`src/rtl/core/snqh_pkg.sv`:
```
// shared constants, register indexes and the scale mask table of the note quantizer
`timescale 1ns / 1ps

package snqh_pkg;

    localparam int PITCH_W  = 15;
    localparam int NOTE_W   = 9;
    localparam int CONF_W   = 8;
    localparam int CFG_W    = 8;
    localparam int CFG_IDX_W = 2;
    localparam int SEMIS    = 12;
    localparam int NUM_SCALES = 13;

    localparam logic [3:0] ROOT_MAX  = 4'd11;
    localparam logic [3:0] SCALE_MAX = 4'd12;

    localparam logic [CFG_IDX_W-1:0] REG_KEY_ROOT     = 2'd0;
    localparam logic [CFG_IDX_W-1:0] REG_SCALE_SELECT = 2'd1;
    localparam logic [CFG_IDX_W-1:0] REG_CONF_THRESH  = 2'd2;
    localparam logic [CFG_IDX_W-1:0] REG_HYST_LIMIT   = 2'd3;

    localparam logic [CONF_W-1:0] CONF_THRESH_RESET = 8'd102;
    localparam logic [CFG_W-1:0]  HYST_LIMIT_RESET  = 8'd166;

    typedef logic [SEMIS-1:0] scale_mask_t;
    typedef logic signed [NOTE_W-1:0] note_t;

    // bit i set: interval of i semitones above the root is in the scale
    function automatic scale_mask_t scale_mask(input logic [3:0] sel);
        scale_mask_t m;
        case (sel)
            4'd0:    m = 12'hFFF; // chromatic
            4'd1:    m = 12'hAB5; // major
            4'd2:    m = 12'h5AD; // natural minor
            4'd3:    m = 12'h6AD; // dorian
            4'd4:    m = 12'h5AB; // phrygian
            4'd5:    m = 12'hAD5; // lydian
            4'd6:    m = 12'h6B5; // mixolydian
            4'd7:    m = 12'h56B; // locrian
            4'd8:    m = 12'h9AD; // harmonic minor
            4'd9:    m = 12'hAAD; // melodic minor
            4'd10:   m = 12'h295; // pentatonic major
            4'd11:   m = 12'h4A9; // pentatonic minor
            default: m = 12'h4E9; // blues, also any index above the table
        endcase
        return m;
    endfunction

endpackage

```
`src/rtl/core/snqh_snap.sv`:
```
// rounds a q7.8 pitch and snaps it to the nearest in-scale note, ties going down
`timescale 1ns / 1ps

module snqh_snap (
    input  logic [snqh_pkg::PITCH_W-1:0] pitch,
    input  logic [3:0]                   key_root,
    input  logic [3:0]                   scale_select,
    output snqh_pkg::note_t              note
);

    logic [15:0]                round_sum;
    logic [7:0]                 rounded;
    logic [15:0]                recip_prod;
    logic [3:0]                 quot;
    logic [7:0]                 quot_x12;
    logic [3:0]                 rem;
    logic [3:0]                 root_sat;
    snqh_pkg::scale_mask_t      mask;
    logic [4:0]                 rel_sum;
    logic [3:0]                 rel0;
    logic signed [4:0]          offset;

    assign round_sum = {1'b0, pitch} + 16'd128;
    assign rounded   = round_sum[15:8];

    // rounded / 12 via reciprocal 171/2048, exact for 0..128
    assign recip_prod = {8'd0, rounded} * 16'd171;
    assign quot       = recip_prod[14:11];
    assign quot_x12   = {4'd0, quot} * 8'd12;
    assign rem        = 4'(rounded - quot_x12);

    assign root_sat = (key_root > snqh_pkg::ROOT_MAX) ? snqh_pkg::ROOT_MAX : key_root;
    assign mask     = snqh_pkg::scale_mask(scale_select);

    // pitch class of the rounded note relative to the root
    assign rel_sum = {1'b0, rem} + 5'd12 - {1'b0, root_sat};
    assign rel0    = (rel_sum >= 5'd12) ? 4'(rel_sum - 5'd12) : rel_sum[3:0];

    always_comb begin
        logic [4:0] up_sum;
        logic [4:0] dn_sum;
        logic [3:0] up_idx;
        logic [3:0] dn_idx;
        offset = 5'sd0;
        // walk from far to near so the nearest hit wins, below before above
        for (int s = snqh_pkg::SEMIS - 1; s >= 0; s--) begin
            up_sum = {1'b0, rel0} + 5'(s);
            dn_sum = {1'b0, rel0} + 5'd12 - 5'(s);
            up_idx = (up_sum >= 5'd12) ? 4'(up_sum - 5'd12) : up_sum[3:0];
            dn_idx = (dn_sum >= 5'd12) ? 4'(dn_sum - 5'd12) : dn_sum[3:0];
            if (mask[up_idx]) begin
                offset = 5'(s);
            end
            if (mask[dn_idx]) begin
                offset = -(5'(s));
            end
        end
    end

    assign note = $signed({1'b0, rounded}) + {{4{offset[4]}}, offset};

endmodule

```
`src/rtl/core/scale_note_quantizer_hysteresis.sv`:
```
// top level of the scale note quantizer with note-change hysteresis
`timescale 1ns / 1ps

// channel   ports                                            handshake
// input     s_detected_pitch, s_pitch_present, s_confidence  s_valid / s_ready
// result    m_target_valid, m_target_note, m_resnapped       m_valid / m_ready
// config    cfg_wr_en, cfg_index, cfg_wdata                  write on cfg_wr_en
//
// one reading per cycle sustained while m_ready holds; a result passes from the
// input register through the snap and hysteresis logic into the result register
// the held target updates as each reading moves into the result register
// a stalled result holds the result register; one more reading waits in the input register
// reset clears the held target and loads the register defaults

module scale_note_quantizer_hysteresis (
    input  logic                                aclk,
    input  logic                                aresetn,
    input  logic                                cfg_wr_en,
    input  logic [snqh_pkg::CFG_IDX_W-1:0]      cfg_index,
    input  logic [snqh_pkg::CFG_W-1:0]          cfg_wdata,
    input  logic                                s_valid,
    output logic                                s_ready,
    input  logic [snqh_pkg::PITCH_W-1:0]        s_detected_pitch,
    input  logic                                s_pitch_present,
    input  logic [snqh_pkg::CONF_W-1:0]         s_confidence,
    output logic                                m_valid,
    input  logic                                m_ready,
    output logic                                m_target_valid,
    output logic signed [snqh_pkg::NOTE_W-1:0]  m_target_note,
    output logic                                m_resnapped
);

    logic [3:0]                     key_root_reg;
    logic [3:0]                     scale_select_reg;
    logic [snqh_pkg::CONF_W-1:0]    conf_thresh_reg;
    logic [snqh_pkg::CFG_W-1:0]     hyst_limit_reg;

    logic                           in_valid_reg;
    logic [snqh_pkg::PITCH_W-1:0]   in_pitch_reg;
    logic                           in_present_reg;
    logic [snqh_pkg::CONF_W-1:0]    in_conf_reg;

    logic                           out_valid_reg;
    logic                           out_target_valid_reg;
    snqh_pkg::note_t                out_target_note_reg;
    logic                           out_resnapped_reg;

    logic                           held_valid_reg;
    logic                           held_valid_next;
    snqh_pkg::note_t                held_note_reg;
    snqh_pkg::note_t                held_note_next;

    logic                           fire;
    logic                           voiced;
    logic signed [17:0]             pitch_dist;
    logic [16:0]                    dist_abs;
    logic                           resnap;
    snqh_pkg::note_t                snapped;

    assign fire    = in_valid_reg && (!out_valid_reg || m_ready);
    assign s_ready = !in_valid_reg || fire;

    snqh_snap u_snap (
        .pitch        (in_pitch_reg),
        .key_root     (key_root_reg),
        .scale_select (scale_select_reg),
        .note         (snapped)
    );

    assign voiced   = in_present_reg && (in_conf_reg > conf_thresh_reg);
    // distance in 1/256 semitone between the reading and the held note
    assign pitch_dist = $signed({3'b000, in_pitch_reg})
                      - $signed({held_note_reg[8], held_note_reg, 8'd0});
    assign dist_abs = pitch_dist[17] ? 17'(-pitch_dist) : pitch_dist[16:0];
    assign resnap   = voiced && (!held_valid_reg || (dist_abs > {9'd0, hyst_limit_reg}));

    always_comb begin
        held_valid_next = held_valid_reg;
        held_note_next  = held_note_reg;
        if (!voiced) begin
            held_valid_next = 1'b0;
            held_note_next  = '0;
        end else if (resnap) begin
            held_valid_next = 1'b1;
            held_note_next  = snapped;
        end
    end

    always_ff @(posedge aclk) begin
        if (!aresetn) begin
            key_root_reg     <= '0;
            scale_select_reg <= '0;
            conf_thresh_reg  <= snqh_pkg::CONF_THRESH_RESET;
            hyst_limit_reg   <= snqh_pkg::HYST_LIMIT_RESET;
        end else if (cfg_wr_en) begin
            case (cfg_index)
                snqh_pkg::REG_KEY_ROOT:     key_root_reg     <= cfg_wdata[3:0];
                snqh_pkg::REG_SCALE_SELECT: scale_select_reg <= cfg_wdata[3:0];
                snqh_pkg::REG_CONF_THRESH:  conf_thresh_reg  <= cfg_wdata;
                snqh_pkg::REG_HYST_LIMIT:   hyst_limit_reg   <= cfg_wdata;
                default: ;
            endcase
        end
    end

    always_ff @(posedge aclk) begin
        if (!aresetn) begin
            in_valid_reg <= 1'b0;
        end else if (s_ready) begin
            in_valid_reg <= s_valid;
        end
    end

    always_ff @(posedge aclk) begin
        if (s_valid && s_ready) begin
            in_pitch_reg   <= s_detected_pitch;
            in_present_reg <= s_pitch_present;
            in_conf_reg    <= s_confidence;
        end
    end

    always_ff @(posedge aclk) begin
        if (!aresetn) begin
            out_valid_reg  <= 1'b0;
            held_valid_reg <= 1'b0;
            held_note_reg  <= '0;
        end else begin
            if (fire) begin
                out_valid_reg  <= 1'b1;
                held_valid_reg <= held_valid_next;
                held_note_reg  <= held_note_next;
            end else if (m_ready) begin
                out_valid_reg <= 1'b0;
            end
        end
    end

    always_ff @(posedge aclk) begin
        if (fire) begin
            out_target_valid_reg <= held_valid_next;
            out_target_note_reg  <= held_note_next;
            out_resnapped_reg    <= resnap;
        end
    end

    assign m_valid        = out_valid_reg;
    assign m_target_valid = out_target_valid_reg;
    assign m_target_note  = out_target_note_reg;
    assign m_resnapped    = out_resnapped_reg;

endmodule

```
`config.mk`:
```
export PLATFORM = sky130hd
export DESIGN_NAME = scale_note_quantizer_hysteresis
export DESIGN_NICKNAME = d
export VERILOG_FILES = /design/src/rtl/core/snqh_pkg.sv /design/src/rtl/core/snqh_snap.sv /design/src/rtl/core/scale_note_quantizer_hysteresis.sv
export SDC_FILE = /design/constraint.sdc
export NUM_CORES = 1
export LEC_CHECK = 0
export BUFFER_PORTS_ARGS = -buffer_cell sky130_fd_sc_hd__buf_2
export CORE_MARGIN = 8
export CORE_UTILIZATION = 55
export DETAILED_ROUTE_END_ITERATION = 16
export GPL_TIMING_DRIVEN = 1
export PLACE_DENSITY = 0.73
export SYNTH_ARGS = -nofsm -noshare
export SYNTH_HDL_FRONTEND = slang
export SYNTH_SLANG_ARGS = --single-unit
```
`constraint.sdc`:
```
create_clock -name aclk -period 18.03 [get_ports aclk]
set_input_delay 0 -clock aclk [delete_from_list [all_inputs] [get_ports aclk]]
set_output_delay 0 -clock aclk [all_outputs]
set_load 0.01 [all_outputs]
```
# Word level (Yosys, flattened, before mapping)
# Memory sizes are Yosys's and may differ from the RTL's. A register that Yosys moved wholly into a read port is not among the register bits.
# Index checks and enable logic that the tools add are counted.
# totals
regBits,71
rom_bits,176
input_bits,39
out_inout_bits,13
memories,1
# memory_table
name,depth,word_bits,rd,rd_ports_with_merged_regs,write_ports,line_no,rtl
(no name shown),16,11,1,1,0,snqh_pkg.sv:31,case (sel)
# op_classes
addsub,55
n_mul,2
order_cmp,52
n_eq_ne,3
n_mux,107
reduce_logical,16
# ops
cell,count
greater-or-equal comparator 5 x 4 -> 1 bit (second input constant),24
less-than comparator 4 x 5 -> 1 bit (second input constant),24
two-way mux 4 bit,29
two-way mux 5 bit,23
subtractor 4 bit (second input constant),25
binary-select mux 1 bit (select 4 bit),24
adder 4 x 4 -> 5 bit (second input constant),6
two-way mux 1 bit,28
adder 4 x 3 -> 5 bit (second input constant),4
subtractor 5 x 3 -> 5 bit (second input constant),4
subtractor 5 x 4 -> 5 bit (second input constant),4
two-way mux 9 bit,2
subtractor 16 x 17 -> 18 bit,1
greater-than comparator 17 x 8 -> 1 bit,1
two-way mux 17 bit,1
negation 17 bit,1
adder 15 x 8 -> 16 bit (second input constant),1
multiplier 8 x 8 -> 15 bit (second input constant),1
adder 4 x 2 -> 5 bit (second input constant),2
subtractor 5 x 2 -> 5 bit (second input constant),2
adder 8 x 9 -> 9 bit,1
greater-than comparator 8 bit,1
AND reduction 2 bit,4
adder 4 x 1 -> 5 bit (second input constant),1
other kinds (13),21

# Logic depth before layout (Yosys ltp)
# Gate-level depths: netlist (run 1).
# logic_depth
ltp_word,40
depth_mapped,69
mapped_depth_nobuf,64

# Cells and area by module
# A second synthesis (run 1) with hierarchy kept.
# hier_totals
hier_cells,1112
area_unflattened_um2,9148.8
# by_module_without_submodules
module,instances,cells_per_inst,area_per_inst_um2,seq_area_each_um2
snqh_snap,1,714,5168.7,0.0
scale_note_quantizer_hysteresis,1,398,3980.1,1771.7

# Least setup slack after synthesis (run 1)
# OpenSTA, ideal clock, no wires.
# synth_path
kind,reg-to-reg
startpoint,register in_pitch_reg[7] (netlist name)
endpoint,register out_target_note_reg[8] (netlist: m_target_note[8]) (data pin)
t_arrival_ns,12.655
t_required_ns,17.854
path_slack_ns,5.199
stages_incl_launch_ff,63
period_less_slack_ns,12.831
path_cell_list,edfxtp_1 ha_1 xor2_1 ha_1 fa_1 fa_1 inv_1 fa_1 inv_1 ha_1 a21o_1 a21oi_1 nor2b_1 nor2_1 xnor2_1 ha_1 xor2_1 xnor2_1 [27 not listed] a32o_1 nor3b_1 or3_1 o31ai_1 a21oi_1 o2111ai_1 nand3_1 fa_1 a21oi_1 nor2_1 nor2_1 o21bai_1 a21oi_1 o21bai_1 a21o_1 nor2_1 or4b_1 o311ai_2
# synth_between
elab_chain_len,40
elab_cells_between_ends,185
# synth_lines
element,line_no,rtl
"start, declared",scale_note_quantizer_hysteresis.sv:39,logic [snqh_pkg::PITCH_W-1:0] in_pitch_reg;
"start signal, assigned",scale_note_quantizer_hysteresis.sv:116,in_pitch_reg <= s_detected_pitch;
adder 15 x 8 -> 16 bit,snqh_snap.sv:23,"assign round_sum = {1'b0, pitch} + 16'd128;"
multiplier 8 x 8 -> 15 bit,snqh_snap.sv:27,"assign recip_prod = {8'd0, rounded} * 16'd171;"
multiplier 4 x 2 -> 2 bit,snqh_snap.sv:29,"assign quot_x12 = {4'd0, quot} * 8'd12;"
subtractor 4 bit,snqh_snap.sv:30,assign rem = 4'(rounded - quot_x12);
adder 4 x 4 -> 5 bit,snqh_snap.sv:36,"assign rel_sum = {1'b0, rem} + 5'd12 - {1'b0, root_sat};"
subtractor 5 x 4 -> 5 bit,snqh_snap.sv:36,
subtractor 4 bit / greater-or-equal comparator 5 x 4 -> 1 bit (equally long branches),snqh_snap.sv:37,assign rel0 = (rel_sum >= 5'd12) ? 4'(rel_sum - 5'd12) : rel_sum[3:0];
two-way mux 4 bit,snqh_snap.sv:37,
[25 not listed],--,
two-way mux 5 bit,snqh_snap.sv:51,if (mask[up_idx]) begin
two-way mux 5 bit,snqh_snap.sv:54,if (mask[dn_idx]) begin
two-way mux 5 bit,snqh_snap.sv:51,
two-way mux 5 bit,snqh_snap.sv:54,
adder 8 x 9 -> 9 bit,snqh_snap.sv:60,"assign note = $signed({1'b0, rounded}) + {{4{offset[4]}}, offset};"
two-way mux 9 bit (*),scale_note_quantizer_hysteresis.sv:83,end else if (resnap) begin
two-way mux 9 bit (*),scale_note_quantizer_hysteresis.sv:80,if (!voiced) begin
named net held_note_next[8],scale_note_quantizer_hysteresis.sv:51,snqh_pkg::note_t held_note_next;
"end signal, assigned",scale_note_quantizer_hysteresis.sv:141,out_target_note_reg <= held_note_next;
"end, declared",scale_note_quantizer_hysteresis.sv:45,snqh_pkg::note_t out_target_note_reg;
# Mark *: on every way through the listed nets, which the timed path passes. The rest lies on a longest branch. The select of a mux whose other input is x is not followed.
# A chain may end at the register's enable or synchronous reset.

# Worst setup path after layout (run 1)
# Ends and elaborated chain as after synthesis.

==> key figures, run 1 <==
Synthesis
  – Synth cell count leaders: inv_1, ha_1, nand2_1
  – Synthesized cell area: 9290 um^2
  – Post-synth top area cell: ha_1
  – Yosys cell types: 98
  – Syn. warnings: 0
  – EDFF count, synth: 35
  – Post-synth net total: 1276
  – Synth area leaders: ha_1, edfxtp_1, dfxtp_1, inv_1, nand2_1
  – Ys async rst share: 0%
  – Avg Inst Size Synth: 8.26 um^2
  – Cells after synthesis: 1124
  – Synthesized flop and latch total: 82
  – Sequential fraction of the synthesis area: 21.4%
  – Cell with the most instances after synthesis: inv_1
  – Top-area cell type share of the netlist area: 13.3%
  – Synth Flop Type: dfxtp_1

Timing
  – Slew at the pin with the worst max-slew slack: 1.10 ns
  – Final period util: 79.2%
  – Worst slew margin: 26.4%
  – Clk_skew: 0.0111 ns
  – Min cycle time layout: 14.28 ns
  – Finish-stage setup viols: 0
  – Final Hold Vio Count: 0
  – Setup TNS: 0 ns
  – Slew Viols, Final: 0
  – RSZ-0062 raised after global routing: no
  – FMAX: 70.0 MHz

Drt
  – Vias: 8871
  – Final ANT Viol Nets: 0
  – Vias/cell: 6.34
  – Wirelength, routed: 25800 um
  – Drt pass-1 iters: 5
  – DRT iter0 DRCs: 813
  – Drc violations: 0
  – Wire per inst: 18.4 um

Job
  – Max-Cap Viols: 0

Setup path
  – Startpoint Class: flop
  – CP max FO: 43
  – Setup crit end: m_target_note[8]
  – Most frequent CP cell: ha_1
  – Reg2reg start: in_pitch_reg[7]
  – Worst path arrival time: 14.45 ns
  – CP startpoint: in_pitch_reg[7]
  – Worst-case reg-to-reg path depth: 59
  – Worst setup EP type: flop
  – R2r endpoint: m_target_note[8]
  – CP max-delay cell: nand2_2
  – Worst Path Required: 18.20 ns
  – Largest stage delay on the critical path: 0.80 ns
  – WS Path Type: flop to flop
  – R2R setup slack: 3.75 ns

Floorplanning
  – Core Area: 16500 um^2
  – Die ar.: 21300 um^2
  – Die height: 146 um
  – Starting Density: 56.2%
  – Ports: 52
  – Die width: 146 um
  – Site Rows: 47

Final layout
  – Reg area: 1990 um^2
  – Max reg flops: 15
  – Nets: 1327
  – Ratio of cells with drive above 1 in the final layout: 10.5%
  – Fillers: 1443
  – # diodes: 0
  – Area grow syn2layout: 10.1%
  – Multi-input gate area in the final layout: 6630 um^2

Clock network
  – Clock transition at the registers of the reported paths: 0.07 ns
  – CTS Buffer Depth: 2
  – CTS H-tree depth: 3
  – Sink Count: 82
  – Gates resized, CTS repair: 0
  – Hold buffers post-CTS: 33
  – Clock Tree Root: clkbuf_16
  – Cts bufs inserted: 9
  – CTS tree: done
  – Clk_lat worst skew: 0.34 ns
  – Post-CTS Setup Inserts: 0

Global route
  – Global-route wire length before repair: 42000 um
  – Grt ovf: 0
  – Tot GR Track Use: 23.6%
  – Initial antenna violation count: 0
  – Largest net degree at the start of global routing: 44
  – Vias in the first global route: 8364

Worst hold path
  – Hold WC Path Type: input pin to flop

Place
  – DP Wirelength: 19200 um
  – Routability cong.: 0.935
  – I/O Buffers: 51

Outcome
  – Run status: finished clean
## worst min path at each step
stage	end	cells past startpoint	startpoint	slack, ns
6_report	m_valid	3	m_ready	0.07
4_1_cts	m_valid	3	m_ready	0.04
2_1_floorplan	in_conf_reg[0]	0	s_confidence[0]	0.1
5_1_grt	m_valid	3	m_ready	0.09
3_5_place_dp	in_conf_reg[1]	1	s_confidence[1]	0.18
3_3_place_gp	in_conf_reg[6]	1	s_confidence[6]	0.18
## cell type report
cell class / instances / area share, %
Timing Repair Buffer: 92 / 6.31
Inverter: 107 / 3.93
Sequential cell: 82 / 19.5
Tap cell: 220 / 2.69
Multi-Input combinational cell: 883 / 64.9
Clock buffer: 9 / 2.20
Clock inverter: 7 / 0.514
## worst max-delay path, delay by kind of cell, from the launching register on
family / cells / cell delay, ns
fa+ha+maj: 14 / 4.63
simple gates: 16 / 3.78
compound gates: 13 / 2.21
xor+xnor: 9 / 1.97
buf+inv: 7 / 0.98
flops: 1 / 0.49
## cell families after synthesis
family / after synthesis / synth area share, %
multiplexers: 53 / 6.74
adder cells (fa/ha/maj): 114 / 16.5
AO/OA/AOI/OAI: 329 / 25.0
XOR/XNOR: 44 / 4.15
flip-flops: 82 / 21.4
AND/OR/NAND/NOR: 343 / 19.1
buffers and inverters: 159 / 7.14
## cells in the final DEF, fill, tap and decap left out, drive strengths merged, types with 14 or more instances in the layout
master,count
inv,106
nand2,102
ha,99
a21oi,74
buf,59
nor2,58
o21ai,54
dfxtp,47
nand3,43
mux2i,37
edfxtp,35
dlygate4sd3,33
xnor2,31
nor3,25
nor2b,22
o211ai,22
a211oi,17
a21o,16
a21boi,15
fa,14
## routing by layer
layer | share of wire (%) | GRT usage [%] | routed length (um)
met4 | 3.0 | 9.63 | 765
met2 | 46 | 39.1 | 11900
met5 | 0 | 0 | 0
met3 | 6.9 | 3.51 | 1780
met1 | 44 | 30.2 | 11300
## through the flow
step | worst slack [ns] | instance area, um^2 | hold slack, ns | instances | utilization (%)
6_report | 3.75 | 10200 | 0.0676 | 1400 | 61.9
5_1_grt | 2.72 | 10200 | 0.0850 | 1400 | 61.9
2_1_floorplan | 5.20 | 9290 | 0.0989 | 1124 | -
3_5_place_dp | 3.91 | 9620 | 0.178 | 1351 | 58.2
4_1_cts | 3.86 | 10200 | 0.0398 | 1400 | 61.9
3_3_place_gp | 4.32 | 9620 | 0.176 | 1351 | 58.2
Power of run 1 is not shown: default switching activity piles up to over one toggle a cycle in this logic, so the estimate is an artifact.
==> inputs of run 2 (changes only) <==
==> constraint.sdc (replaced) <==
create_clock -name aclk -period 13.45 [get_ports aclk]
set_input_delay 0 -clock aclk [delete_from_list [all_inputs] [get_ports aclk]]
set_output_delay 0 -clock aclk [all_outputs]
set_load 0.01 [all_outputs]
==> run 2 against run 1 <==
- the run now ends with hold timing left
- first-iteration DRC count shrank 4.6%
- count of clock-buffer cells in the layout up 2
- die area did not move
- worst setup slack worse by 3.0 ns
- global-route usage down 0.96 points
- non-clock buffer count grew 18
- largest cell class unchanged
- highest routed layer unchanged
==> key figures, run 2 (same netlist as run 1, synthesis figures left out) <==
Timing
  – Clk_skew: 0.00714 ns (-0.00394 ns)
  – Final period util: 94.5% (+15 points)
  – Hold WS: -0.00461 ns (-0.0722 ns)
  – Slew Viols, Final: 0 (unchanged)
  – Min cycle time layout: 12.71 ns (-1.57 ns)
  – Worst slew margin: 26.7% (+0.26 points)
  – Setup TNS: 0 ns (unchanged)
  – Final Hold Vio Count: 1 (+1)
  – FMAX: 78.7 MHz (+12%)
  – Slew at the pin with the worst max-slew slack: 1.10 ns (-0.00397 ns)
  – Finish-stage setup viols: 0 (unchanged)

Global route
  – Tot GR Track Use: 22.7% (-0.96 points)
  – Global-route wire length before repair: 40400 um (-3.8%)
  – Largest net degree at the start of global routing: 33 (-25%)
  – Met2 Usage GRT: 36.8% (-2.3 points)
  – Met3 Use GR: 3.89% (+0.37 points)
  – Initial antenna violation count: 0 (unchanged)
  – Gr busiest metal: met2
  – Met1 usage: 29.1% (-1.1 points)
  – Grt ovf: 0 (unchanged)
  – Vias in the first global route: 8182 (-2.2%)

Clock network
  – CTS H-tree depth: 3 (unchanged)
  – CTS Buffer Depth: 2 (unchanged)
  – Clk_lat worst skew: 0.34 ns (about the same)
  – Clock transition at the registers of the reported paths: 0.06 ns (about the same)
  – Cts bufs inserted: 9 (unchanged)
  – Sink Count: 82 (unchanged)
  – CTS tree: done
  – Clock Tree Root: clkbuf_16

Setup path
  – Worst-case reg-to-reg path depth: 58 (-1.7%)
  – CP startpoint: in_pitch_reg[7]
  – Worst path arrival time: 12.88 ns (-1.57 ns)
  – CP max-delay cell: or4_4
  – CP max FO: 29 (-33%)
  – R2R setup slack: 0.74 ns (-3.01 ns)
  – R2r endpoint: m_target_note[8]
  – WS Path Type: flop to flop
  – Reg2reg start: in_pitch_reg[7]
  – Startpoint Class: flop
  – Most frequent CP cell: ha_1
  – Worst setup EP type: flop
  – Worst Path Required: 13.62 ns (-4.58 ns)
  – Largest stage delay on the critical path: 0.54 ns (-0.26 ns)

Drt
  – Wirelength, routed: 25200 um (-2.2%)
  – Final ANT Viol Nets: 0 (unchanged)
  – Drt pass-1 iters: 5 (unchanged)
  – Vias/cell: 6.23 (-1.6%)
  – DRT iter0 DRCs: 776 (-4.6%)
  – Wire per inst: 17.8 um (-3.4%)
  – Vias: 8841 (-0.34%)
  – Drc violations: 0 (unchanged)

Floorplanning
  – Core Area: 16500 um^2 (unchanged)
  – Starting Density: 56.2% (unchanged)
  – Ports: 52 (unchanged)
  – Die height: 146 um (unchanged)
  – Die ar.: 21300 um^2 (unchanged)
  – Die width: 146 um (unchanged)
  – Site Rows: 47 (unchanged)

Place
  – Placed Area: 9700 um^2 (+0.86%)
  – Routability cong.: 0.971 (+3.9%)
  – I/O Buffers: 51 (unchanged)
  – DP Wirelength: 18900 um (-1.8%)

Worst hold path
  – Hold Path Depth: 3 (unchanged)
  – Min-delay src: cfg_wdata[2]
  – Hold WC Path Type: input pin to flop
  – WHS Endpoint: conf_thresh_reg[2]

Outcome
  – Failing checks: hold timing
  – Run status: finished with violations

Final layout
  – Fillers: 1393 (-3.5%)
  – Area grow syn2layout: 12.5%
  – # diodes: 0 (unchanged)
  – Nets: 1345 (+1.4%)
  – Ratio of cells with drive above 1 in the final layout: 12.7% (+2.2 points)
  – Commonest non-fill, non-tap cell in the layout: inv_1
  – Most frequent cells in the layout: inv_1, nand2_1, ha_1
  – Design Area, Final: 10400 um^2 (+2.2%)
  – Max reg flops: 15 (unchanged)

Job
  – Max-Cap Viols: 0 (unchanged)
## run 2: changes by cell type in the layout (fill, tap and decap cells not counted), sizes merged
cell	change
dlygate4sd3	-1
buf	+19
clkbuf	+2
clkinvlp	-3
bufinv	+1
## run 2: worst max path at each step
stage | endpoint | cells past startpoint
final | m_target_note[8] | 58
after CTS | m_target_note[8] | 58
after detailed placement | m_target_note[8] | 58
after global placement | m_target_note[8] | 58
after global routing | m_target_note[8] | 58
after floorplan | m_target_note[8] | 62
## run 2: cell type report
cell class                      count  area [um^2]  area share, %
Inverter                          107          402           3.84
Sequential cell                    82         1990           19.1
Timing Repair Buffer              110          778           7.45
Clock buffer                       11          243           2.32
Clock inverter                      5         52.6          0.503
Multi-Input combinational cell    883         6700           64.2
Tap cell                          220          275           2.64
## run 2: worst max-delay path, delay by kind of cell (launching register included)
family                     cells  cell delay [ns]
adders and majority gates     13             4.28
xor gates and xnor gates       9             1.56
and+or+nand+nor               16             3.09
AOI/OAI and AO/OA             14             2.57
buffers and inverters          6             0.55
DFF                            1             0.49
## run 2: stage by stage
step | hold slack, ns | util, % | setup slack (ns) | cells
floorplan | 0.0989 | - | 0.619 | 1124
global placement | 0.176 | 58.7 | 0.684 | 1362
detailed placement | 0.178 | 58.7 | 0.306 | 1362
CTS | 0.00106 | 62.4 | 0.279 | 1410
global route | 0.00675 | 63.2 | -0.0128 | 1418
finish | -0.00461 | 63.2 | 0.738 | 1418
## run 2: routing by layer
layer	vias up	share of wire, %
met2	363	46
met1	4144	44
met5	-	0
met4	0	3.0
li1	4276	-
met3	58	6.9
## run 2: timing repair
| item | 4_1_cts | 5_1_grt |
|---|---|---|
| endpoints found under the setup margin | 0 | 5 |
| hold buffers | 32 | 0 |
| resized for setup | 0 | 11 |
| buffers inserted | 0 | 8 |
| endpoints found under the hold margin | 38 | 0 |
Power of run 2 is left out for the same reason.
